**src/design/laplace_grid_relaxation_core_assert.svh**
```systemverilog
// ----------------------------------------------------------------------------
// Assertion macros for the Laplace grid relaxation core
// Shared concurrent assertion forms clocked on clk with synchronous rst.
// ----------------------------------------------------------------------------
`ifndef LAPLACE_GRID_RELAXATION_CORE_ASSERT_SVH
`define LAPLACE_GRID_RELAXATION_CORE_ASSERT_SVH

// Checked outside reset only.
`define LRC_ASSERT(lbl, prop) \
  lbl: assert property (@(posedge clk) disable iff (rst) (prop)) \
    else $error("assertion failed in laplace grid relaxation core");

// Checked on every edge, reset included.
`define LRC_ASSERT_ALWAYS(lbl, prop) \
  lbl: assert property (@(posedge clk) (prop)) \
    else $error("assertion failed in laplace grid relaxation core");

`endif

```
**src/design/lrc_pkg.sv**
```systemverilog
`timescale 1ns / 1ps
// ----------------------------------------------------------------------------
// lrc_pkg
// Types and constants shared by the Laplace grid relaxation core.
// ----------------------------------------------------------------------------
package lrc_pkg;

  localparam int VAL_W = 32;
  localparam int GRID_SIDE_DEF = 8;
  localparam logic [VAL_W-1:0] BOUNDARY_RESET = 32'h0A00_0000;
  localparam logic [VAL_W-1:0] TOLERANCE_RESET = 32'd16;

  typedef enum logic [1:0] {
    OP_INIT  = 2'd0,
    OP_SWEEP = 2'd1,
    OP_READ  = 2'd2
  } op_t;

  typedef enum logic [1:0] {
    REG_BOUNDARY  = 2'd0,
    REG_TOLERANCE = 2'd1,
    REG_METHOD    = 2'd2
  } reg_idx_t;

  typedef enum logic [1:0] {
    ST_IDLE,
    ST_RUN,
    ST_FINISH
  } state_t;

  typedef struct packed {
    logic [1:0] opcode;
    logic [2:0] row;
    logic [2:0] col;
  } cmd_t;

  typedef struct packed {
    logic [VAL_W-1:0] cell_value;
    logic [VAL_W-1:0] centre_gap;
    logic             converged;
    logic [VAL_W-1:0] sweep_count;
    logic             bad_index;
  } result_t;

  // Per-step control from the sequencer to the update unit.
  typedef struct packed {
    logic shift;
    logic init;
    logic sweep;
    logic gauss;
    logic interior;
    logic on_edge;
  } step_ctl_t;

endpackage

```
**src/design/lrc_cell.sv**
```systemverilog
`timescale 1ns / 1ps
// ----------------------------------------------------------------------------
// lrc_cell
// One grid cell of the circular chain; takes its neighbor's value on shift.
// ----------------------------------------------------------------------------
module lrc_cell (
  input  logic                         clk,
  input  logic                         rst,
  input  logic                         shift,
  input  logic [lrc_pkg::VAL_W-1:0]    rst_val,
  input  logic [lrc_pkg::VAL_W-1:0]    d,
  output logic [lrc_pkg::VAL_W-1:0]    q
);

  always_ff @(posedge clk) begin
    if (rst) begin
      q <= rst_val;
    end else if (shift) begin
      q <= d;
    end
  end

endmodule

```
**config.mk**
```make
export PLATFORM = sky130hd
export DESIGN_NAME = lrc_cell
export DESIGN_NICKNAME = d
export VERILOG_FILES = /design/src/design/laplace_grid_relaxation_core_assert.svh /design/src/design/lrc_pkg.sv /design/src/design/lrc_cell.sv
export SDC_FILE = /design/constraint.sdc
export NUM_CORES = 1
export LEC_CHECK = 0
export BUFFER_PORTS_ARGS = -buffer_cell sky130_fd_sc_hd__buf_4
export CAP_MARGIN = 20
export CORE_ASPECT_RATIO = 0.75
export CORE_MARGIN = 3
export CORE_UTILIZATION = 37
export CTS_CLUSTER_SIZE = 14
export DETAILED_ROUTE_END_ITERATION = 7
export PLACE_DENSITY = 0.75
export RECOVER_POWER = 25
export SLEW_MARGIN = 10
export SYNTH_ARGS = -nofsm -noshare
export SYNTH_HDL_FRONTEND = slang
export SYNTH_SLANG_ARGS = --single-unit
```
**constraint.sdc**
```tcl
create_clock -name clk -period 1.69 [get_ports clk]
set_input_delay 0.169 -clock clk [delete_from_list [all_inputs] [get_ports clk]]
set_output_delay 0.169 -clock clk [all_outputs]
set_load 0.05 [all_outputs]
```
==> summary.txt <==
Yosys
  – Synth warn: 0
  – Post-synth EDFFs: 32
  – #FFs+latches synth: 32
  – Compound-cell area share of the yosys netlist: 0
  – Syn nets: 136
  – Synth Area in XOR/XNOR: 0
  – Async SR Flop Fraction: 0
  – Top cells by area, synth: edfxtp_1 (64%), mux2_4 (29%), buf_12 (4.0%), mux2_2 (2.2%), buf_6 (0.75%)
  – Main combinational cell family by area after synthesis: multiplexers
  – Post-synthesis mux area share: 0.311
  – Synth Instances: 69
  – Count leader, synth: edfxtp_1
  – Post-Synth Adder-Cell Area: 0
  – Area leader, netlist: edfxtp_1
  – Most frequent cells after synthesis: edfxtp_1 (32), mux2_4 (29), buf_12 (3), mux2_2 (3)
  – Main synth FF type: edfxtp_1
  – Seq/Total Area, Yosys: 0.637
  – Post-synthesis cell type count: 6
  – Synth Area in Simple Gates: 0.00415
  – Top cell type's share of synthesized area: 0.637
  – Avg Inst Size Synth: 21.9 sq um
  – Synth Cell Area: 1510 sq um

Floorplanning
  – Num rows: 19
  – Die area: 4880 sq um
  – Chip Width: 79.7 um
  – Core footprint: 3780 sq um
  – Die Span Y: 61.3 um
  – I/O pin cnt: 99
  – Starting Density: 0.399

STA
  – Final Cycle Share: 0.685
  – Slew Limit Fails: 0
  – Worst hold-check slack: 0.181 ns
  – RSZ-0062 raised after global routing: no
  – Final setup violating endpoints: 0
  – Tightest Pin Transition: 0.531 ns
  – Final min period: 1.16 ns
  – Relative slew slack: 0.646
  – Max Freq: 864 MHz
  – Fin. Hold Viols: 0
  – Setup TNS: 0 ns

Place
  – Port Buffers: 98
  – Gpl congestion: 0.742
  – Cell total after placement: 218
  – Hpwl dp: 2710 um

Clocking
  – Worst-path clk slew: 0.06 ns
  – Root buffer cell: clkbuf_8
  – Post-CTS Resized: 0
  – CTS tree: yes
  – Total CTS buffers: 5
  – CTS sink count: 32
  – Post-CTS Repair Setup Buffers: 0
  – Clk buf depth: 2
  – Count of hold-fix buffers inserted at cts: 0
  – CTS H-Tree Depth: 2

Cells and area
  – Fraction of layout cells with a size suffix above 1: 0.718
  – Fill count: 320
  – Ant. Diodes: 0
  – Final Util: 0.609
  – Finished Layout Cells: 226
  – Storage cell area: 961 sq um
  – Biggest regs: q: 32 flops
  – Area Overhead vs Synth: 52.6%
  – Max reg flops: 32
  – Footprint of the multi-input gates: 427 sq um
  – Largest Register: q
  – Final #Nets: 240

Power and ir drop
  – Internal power: 1530 uW
  – Logic pwr share: 0.307
  – Switching pwr: 687 uW
  – Flop pwr share: 0.450
  – Clock share of power: 0.243
  – Sw Ratio: 0.309
  – Pwr per Cell Area: 965 nW/um^2
  – Leak: 0.00105 uW
  – VDD IR max: 513 uV

Setup path
  – Critical path launch point type: input port
  – Worst Path Required: 1.65 ns
  – Crit path buf inv count: 2
  – Worst path cell trace: clkbuf_2, or2_0, buf_4
  – Crit-path slowest cell: clkbuf_2
  – Critical Path AT: 1.11 ns
  – Crit Path Category: input port to flop
  – CP Capture Type: flop
  – Critical Path Fanout Max: 22
  – Crit path max-delay family: buffers and inverters
  – Delay of the slowest critical-path stage: 0.42 ns

Drt
  – Starting DRT DRC Count: 23
  – Final wirelength: 3410 um
  – Vias: 985
  – Vias/cell: 4.36
  – Per-cell routed wire length: 15.1 um
  – # DRC: 0
  – Post-route antenna net violation count: 0
  – DR pass1 iterations: 4

Global routing
  – First-pass GRT wire length: 5000 um
  – Gr usage total: 0.145
  – Vias in the first global route: 1044
  – Largest net degree at the start of global routing: 23
  – Grt total ovfl: 0
  – Initial antenna violation count: 0

Hold path
  – Worst hold path class: input port to flop

Run status
  – Run status: finished clean

Flow run
  – Max-cap violation count: 0
## cell usage in the layout, fill, tap and decap left out
master,n
buf_12,1
edfxtp_1,32
mux2_2,3
clkinv_1,1
clkbuf_8,5
buf_4,99
or2_0,1
mux2_4,16
clkbuf_2,1
mux2_1,13
clkbuf_1,2
## per-stage QoR
step                      worst slack [ns]  total power [uW]  cell area, sq um
final                                0.532              2220              2300
after floorplan                      0.108              1470              1510
after CTS                            0.639              2270              2350
after global routing                 0.424              2310              2300
after global placement               0.435              1720              2270
after detailed placement             0.405              1730              2270
## final timing paths
kind / start / end / slack, ns / depth (start not counted)
min: d[9] / q[9] / 0.18 / 2
max: rst / q[5] / 0.53 / 3
## power groups by stage
| stage | combinational [uW] | clock (uW) | sequential, uW |
|---|---|---|---|
| after floorplan | 140 | 0 | 1330 |
| after global placement | 705 | 0 | 1010 |
| after detailed placement | 711 | 0 | 1020 |
| after CTS | 713 | 557 | 1000 |
| after global routing | 712 | 592 | 1010 |
| final | 682 | 539 | 1000 |
## final cells by class
class,count,area share
flip-flops and latches,32,0.418
clock buffers,7,0.0332
clock inverters,1,0.00163
repair buffers,101,0.334
multi-input cells,33,0.185
well taps,52,0.0283
## cell families after synthesis
| logic type | count (synthesis) |
|---|---|
| buf+inv | 4 |
| simple gates | 1 |
| flops | 32 |
| mux | 32 |
## routing by layer
| layer | track usage | share of wire | vias up |
|---|---|---|---|
| met1 | 0.144 | 0.36 | 440 |
| met3 | 0.0702 | 0.13 | 7 |
| met2 | 0.253 | 0.49 | 64 |
| met5 | 0 | 0 | - |
| met4 | 0.0882 | 0.021 | 0 |
| li1 | - | - | 474 |
Note: power is estimated with default switching activity, not from simulation.
