[config.mk]
export PLATFORM = sky130hd
export DESIGN_NAME = lrc_stencil
export DESIGN_NICKNAME = d
export VERILOG_FILES = /design/src/design/laplace_grid_relaxation_core_assert.svh /design/src/design/lrc_pkg.sv /design/src/design/lrc_stencil.sv
export SDC_FILE = /design/constraint.sdc
export NUM_CORES = 1
export LEC_CHECK = 0
export BUFFER_PORTS_ARGS = -buffer_cell sky130_fd_sc_hd__buf_2
export CAP_MARGIN = 20
export CELL_PAD_IN_SITES_DETAIL_PLACEMENT = 0
export CELL_PAD_IN_SITES_GLOBAL_PLACEMENT = 1
export CORE_AREA = 2 2 186 143
export DETAILED_ROUTE_END_ITERATION = 6
export DIE_AREA = 0 0 188 145
export GPL_ROUTABILITY_DRIVEN = 0
export PLACE_DENSITY = 0.85
export SYNTH_ARGS = -nofsm -noshare
export SYNTH_HDL_FRONTEND = slang
export SYNTH_SLANG_ARGS = --single-unit
[constraint.sdc]
create_clock -name clk -period 10.8 [get_ports clk]
set_input_delay 2.16 -clock clk [delete_from_list [all_inputs] [get_ports clk]]
set_output_delay 2.16 -clock clk [all_outputs]
set_load 0.005 [all_outputs]
[src/design/laplace_grid_relaxation_core_assert.svh]
// ----------------------------------------------------------------------------
// Assertion macros for the Laplace grid relaxation core
// Shared concurrent assertion forms clocked on clk with synchronous rst.
// ----------------------------------------------------------------------------
`ifndef LAPLACE_GRID_RELAXATION_CORE_ASSERT_SVH
`define LAPLACE_GRID_RELAXATION_CORE_ASSERT_SVH

// Checked outside reset only.
`define LRC_ASSERT(lbl, prop) \
  lbl: assert property (@(posedge clk) disable iff (rst) (prop)) \
    else $error("assertion failed in laplace grid relaxation core");

// Checked on every edge, reset included.
`define LRC_ASSERT_ALWAYS(lbl, prop) \
  lbl: assert property (@(posedge clk) (prop)) \
    else $error("assertion failed in laplace grid relaxation core");

`endif

[src/design/lrc_pkg.sv]
`timescale 1ns / 1ps
// ----------------------------------------------------------------------------
// lrc_pkg
// Types and constants shared by the Laplace grid relaxation core.
// ----------------------------------------------------------------------------
package lrc_pkg;

  localparam int VAL_W = 32;
  localparam int GRID_SIDE_DEF = 8;
  localparam logic [VAL_W-1:0] BOUNDARY_RESET = 32'h0A00_0000;
  localparam logic [VAL_W-1:0] TOLERANCE_RESET = 32'd16;

  typedef enum logic [1:0] {
    OP_INIT  = 2'd0,
    OP_SWEEP = 2'd1,
    OP_READ  = 2'd2
  } op_t;

  typedef enum logic [1:0] {
    REG_BOUNDARY  = 2'd0,
    REG_TOLERANCE = 2'd1,
    REG_METHOD    = 2'd2
  } reg_idx_t;

  typedef enum logic [1:0] {
    ST_IDLE,
    ST_RUN,
    ST_FINISH
  } state_t;

  typedef struct packed {
    logic [1:0] opcode;
    logic [2:0] row;
    logic [2:0] col;
  } cmd_t;

  typedef struct packed {
    logic [VAL_W-1:0] cell_value;
    logic [VAL_W-1:0] centre_gap;
    logic             converged;
    logic [VAL_W-1:0] sweep_count;
    logic             bad_index;
  } result_t;

  // Per-step control from the sequencer to the update unit.
  typedef struct packed {
    logic shift;
    logic init;
    logic sweep;
    logic gauss;
    logic interior;
    logic on_edge;
  } step_ctl_t;

endpackage

[src/design/lrc_stencil.sv]
`timescale 1ns / 1ps
// ----------------------------------------------------------------------------
// lrc_stencil
// Computes the value that re-enters the chain tail for the cell at the head.
// ----------------------------------------------------------------------------
module lrc_stencil #(
  parameter int GRID_SIDE = lrc_pkg::GRID_SIDE_DEF
) (
  input  logic                      clk,
  input  lrc_pkg::step_ctl_t        ctl,
  input  logic [lrc_pkg::VAL_W-1:0] boundary,
  input  logic [lrc_pkg::VAL_W-1:0] head,
  input  logic [lrc_pkg::VAL_W-1:0] right,
  input  logic [lrc_pkg::VAL_W-1:0] down,
  input  logic [lrc_pkg::VAL_W-1:0] left_new,
  input  logic [lrc_pkg::VAL_W-1:0] up_new,
  output logic [lrc_pkg::VAL_W-1:0] tail
);

  // Pre-update values of the last GRID_SIDE cells that left the head.
  logic [lrc_pkg::VAL_W-1:0] old_line [GRID_SIDE];
  logic [lrc_pkg::VAL_W-1:0] up;
  logic [lrc_pkg::VAL_W-1:0] left;
  logic [lrc_pkg::VAL_W+1:0] sum;

  always_ff @(posedge clk) begin
    if (ctl.shift) begin
      old_line[0] <= head;
      for (int i = 1; i < GRID_SIDE; i++) begin
        old_line[i] <= old_line[i-1];
      end
    end
  end

  always_comb begin
    up   = ctl.gauss ? up_new : old_line[GRID_SIDE-1];
    left = ctl.gauss ? left_new : old_line[0];
    sum  = {2'b00, up} + {2'b00, down} + {2'b00, left} + {2'b00, right};
    if (ctl.init) begin
      tail = ctl.on_edge ? boundary : '0;
    end else if (ctl.sweep && ctl.interior) begin
      tail = sum[lrc_pkg::VAL_W+1:2];
    end else begin
      tail = head;
    end
  end

endmodule
==> flow_metrics.py <==
metrics = {
    "floorplanning": {
        "die_y_extent_um": 145,
        "design.die.area_mm2": 0.0273,
        "die_w_um": 188,
        "core.rowCount": 51,
        "io-pin-count": 231,
        "core-area_mm2": 0.0255,
        "initial_utilization_pct": 48.3,
    },
    "finish": {
        "largest_registers": "old_line (256)",
        "layout_commonest_cell": "sky130_fd_sc_hd__edfxtp_1",
        "final_cell_mix": "256 x sky130_fd_sc_hd__edfxtp_1, 228 x sky130_fd_sc_hd__buf_2, 136 x sky130_fd_sc_hd__inv_1, 64 x sky130_fd_sc_hd__fa_1, 61 x sky130_fd_sc_hd__mux2i_1",
        "largest_register_ff_count": 256,
        "antenna-diode-count": 0,
        "final_layout_size_suffix_gt1_share_pct": 25.7,
        "flow.area_growth_from_synthesis_pct": 20.0,
        "largest_register": "old_line",
        "layoutNonFillerInstCount": 1455,
        "finalInstanceArea_mm2": 0.0148,
        "design.final.nets": 1385,
    },
    "worst_setup_path": {
        "worst_path_max_delay_cell": "sky130_fd_sc_hd__a2111oi_0",
        "cp.buffers_inverters": 3,
        "timing.critical_path.slowest_cell_delay_ns": 0.63,
        "setup.worst_path.class": "primary input to output port",
        "worst-path-max-fanout": 40,
        "crit_top_cell": "sky130_fd_sc_hd__fa_1",
        "path_cells": "buf_4 > mux2i_1 > fa_1 > fa_1 > inv_1 > fa_1 > a21o_1 > nand4_1 > nand2_1 > a2111oi_0 > o31ai_1 > a211oi_1 > or2_1 > a222oi_1 > buf_2",
        "critPathLaunch": "ctl[2]",
        "rr_worst_depth": 0,
        "worst_ep_arrival_time_ns": 6.93,
        "cp_data_required_time_ns": 8.64,
        "path_depth": 15,
        "critical_path.reg2reg.startpoint": "old_line[0][16]$_DFFE_PP_",
        "cp-start-kind": "primary input",
        "path_delay_family": "compound AO/OA/AOI/OAI gates",
        "timing.critical_path.to_type": "output port",
    },
    "hold_path": {
        "min-delay-path-class": "register to register",
        "min_from": "old_line[1][87]$_DFFE_PP_",
        "worst_hold_path.num_cells": 0,
    },
    "yosys": {
        "synth.mux.area_fraction_pct": 5.35,
        "post_synth_design_cell_area_mm2": 0.0123,
        "yosys_warnings": 0,
        "instance_count_of_the_mapped_netlist": 852,
        "synth-xor-area-share_pct": 2.14,
        "synth_top_family_by_area": "adder cells",
        "synth_ff_type": "sky130_fd_sc_hd__edfxtp_1",
        "synth-simple-area-share_pct": 3.15,
        "synthesis.area_per_instance_um2": 14.4,
        "synth.yosys.seq_area_share_pct": 62.5,
        "yosys_register_bits": 256,
        "synth_fp_nets": 1146,
        "synth_compound_area_share_pct": 8.31,
        "synth_adder_area_share_pct": 13.6,
        "synth-edff-count": 256,
        "fraction_of_synthesis_flops_using_an_asynchronous_set_or_reset_pin_pct": 0,
        "netlist-cell-type-count": 53,
    },
    "clocking": {
        "cts-buffers-inserted": 26,
        "insertion_delay_ns": 0.53,
        "cts_buffer_depth": 3,
        "cts_tree": "yes",
        "post_cts_hold_buffer_count": 0,
        "post_cts_buffers": 0,
        "tritoncts_num_sinks": 256,
        "post_cts_resized": 0,
        "cell_chosen_for_the_clock_root": "sky130_fd_sc_hd__clkbuf_16",
        "clkTransAtPathRegs_ns": 0.07,
        "htree_levels": 1,
    },
    "timing": {
        "fin_skew_ns": 0.0129,
        "rsz0062_at_grt": "false",
        "maxClockFrequency_mhz": 110,
        "timing.setup.tns_ns": 0,
        "final-hold-violation-count": 0,
        "layout_setup_ws_ns": 1.71,
        "finalSetupViolCount": 0,
        "finalCritPeriodShare_pct": 84.2,
        "timing.final.max_slew_violations": 0,
        "layout_min_cycle_time_ns": 9.09,
        "worst_tran_pin_value_ns": 1.01,
        "slew_headroom_pct": 32.5,
    },
    "power_and_ir_drop": {
        "p_clk_share_pct": 31.4,
        "p_comb_share_pct": 29.6,
        "net-switching-power_uw": 947,
        "p_leak_uw": 0.00633,
        "worst_ir_drop_vdd_v": 0.000105,
        "total_power_uw": 3040,
        "pwr_density_cell_mw_per_mm2": 206,
        "power.internal_uw": 2100,
        "relative_contribution_of_sequential_cells_to_total_power_pct": 39.0,
        "switching_share_pct": 31.1,
    },
    "placed_design": {
        "pre_cts_slack_ns": 1.75,
        "place_area_mm2": 0.0139,
        "dp.final_hpwl_um": 19400,
        "port_buffers": 230,
        "place_inst": 1407,
    },
    "grt": {
        "grt_first_pass_wirelength_um": 41400,
        "number_of_antenna_violations_at_the_first_check_in_global_routing": 0,
        "gr-total-overflow": 0,
        "grtUsageTotal_pct": 19.6,
        "globalRoute.busiestLayer": "met1",
        "maximum_number_of_pins_on_one_net_before_global_route_repair": 129,
        "grt_use_met3_pct": 3.85,
        "gr-usage-met1_pct": 30.0,
        "number_of_global_route_vias_before_repair": 7612,
        "grt_util_met2_pct": 28.9,
    },
    "drt": {
        "drcViolationCount": 0,
        "wirelength_um": 26700,
        "antenna_left": 0,
        "vias_per_cell": 5.16,
        "initialDrtViolationCount": 620,
        "drt_pass1_iterations": 5,
        "route.vias.total": 7512,
        "routedWlPerCell_um": 18.4,
    },
    "status": {
        "status": "finished, final reports clean",
    },
    "job": {
        "max_cap_viol_count": 0,
    },
}
==> final timing paths <==
kind / end / slack, ns
worst max register to register: old_line[0][48]$_DFFE_PP_ / 10.06
worst min-delay path: old_line[1][119]$_DFFE_PP_ / 0.41
worst min register to register: old_line[1][119]$_DFFE_PP_ / 0.41
worst max-delay path: tail[31] / 1.71
==> cells by family after synthesis <==
logic type / Yosys count
fa+ha+maj: 95
compound gates: 162
xor+xnor: 30
flops: 256
mux: 65
simple gates: 83
buf+inv: 161
==> cells in the mapped netlist (2+ instances only) <==
library cell	n	share of area, %
sky130_fd_sc_hd__a211oi_1	7	0.43
sky130_fd_sc_hd__nand2_1	28	0.85
sky130_fd_sc_hd__xor2_1	15	1.1
sky130_fd_sc_hd__mux2_2	3	0.27
sky130_fd_sc_hd__a21o_1	19	1.2
sky130_fd_sc_hd__a21oi_1	38	1.5
sky130_fd_sc_hd__nand4_1	9	0.46
sky130_fd_sc_hd__mux2i_1	61	5.0
sky130_fd_sc_hd__o21bai_1	3	0.18
sky130_fd_sc_hd__nand3_1	4	0.16
sky130_fd_sc_hd__xnor2_1	15	1.1
sky130_fd_sc_hd__o31ai_1	6	0.37
sky130_fd_sc_hd__nor2_1	24	0.73
sky130_fd_sc_hd__inv_1	136	4.1
sky130_fd_sc_hd__o211ai_1	2	0.12
sky130_fd_sc_hd__o21ai_0	40	1.6
sky130_fd_sc_hd__edfxtp_1	256	62
sky130_fd_sc_hd__a31oi_1	4	0.20
sky130_fd_sc_hd__nor3_1	6	0.24
sky130_fd_sc_hd__and3_1	2	0.10
sky130_fd_sc_hd__fa_1	64	10
sky130_fd_sc_hd__a22oi_1	22	1.3
sky130_fd_sc_hd__o21a_1	4	0.24
sky130_fd_sc_hd__o21ai_1	4	0.16
sky130_fd_sc_hd__and2_1	2	0.10
sky130_fd_sc_hd__ha_1	31	3.2
sky130_fd_sc_hd__clkbuf_1	21	0.64
==> metal layers <==
| metal | vias up | wire (um) |
|---|---|---|
| li1 | 3536 | - |
| met1 | 3687 | 12700 |
| met2 | 256 | 11600 |
| met3 | 33 | 1780 |
| met4 | 0 | 584 |
| met5 | - | 0 |
==> per-stage QoR <==
| stage | utilization, % | hold slack, ns |
|---|---|---|
| floorplan | - | 0.400 |
| global placement | 54.4 | 0.400 |
| detailed placement | 54.4 | 0.405 |
| CTS | 58.0 | 0.414 |
| global route | 58.0 | 0.423 |
| finish | 58.0 | 0.413 |
==> cell type report <==
cell class	instances	area (um2)
fill	2057	10700
sequential	256	7690
multi-input combinational	435	4000
timing repair buffer	236	1220
clock buffer	32	694
inverter	136	510
tap	344	430
clock inverter	16	215
==> power groups by stage <==
stage	combinational, uW	clock [uW]	sequential, uW
after floorplan	591	0	1200
after global placement	879	0	1200
after detailed placement	891	0	1210
after CTS	901	974	1190
after global routing	997	1010	1190
final	902	955	1190
No activity file was read; power rests on OpenSTA's default activity.
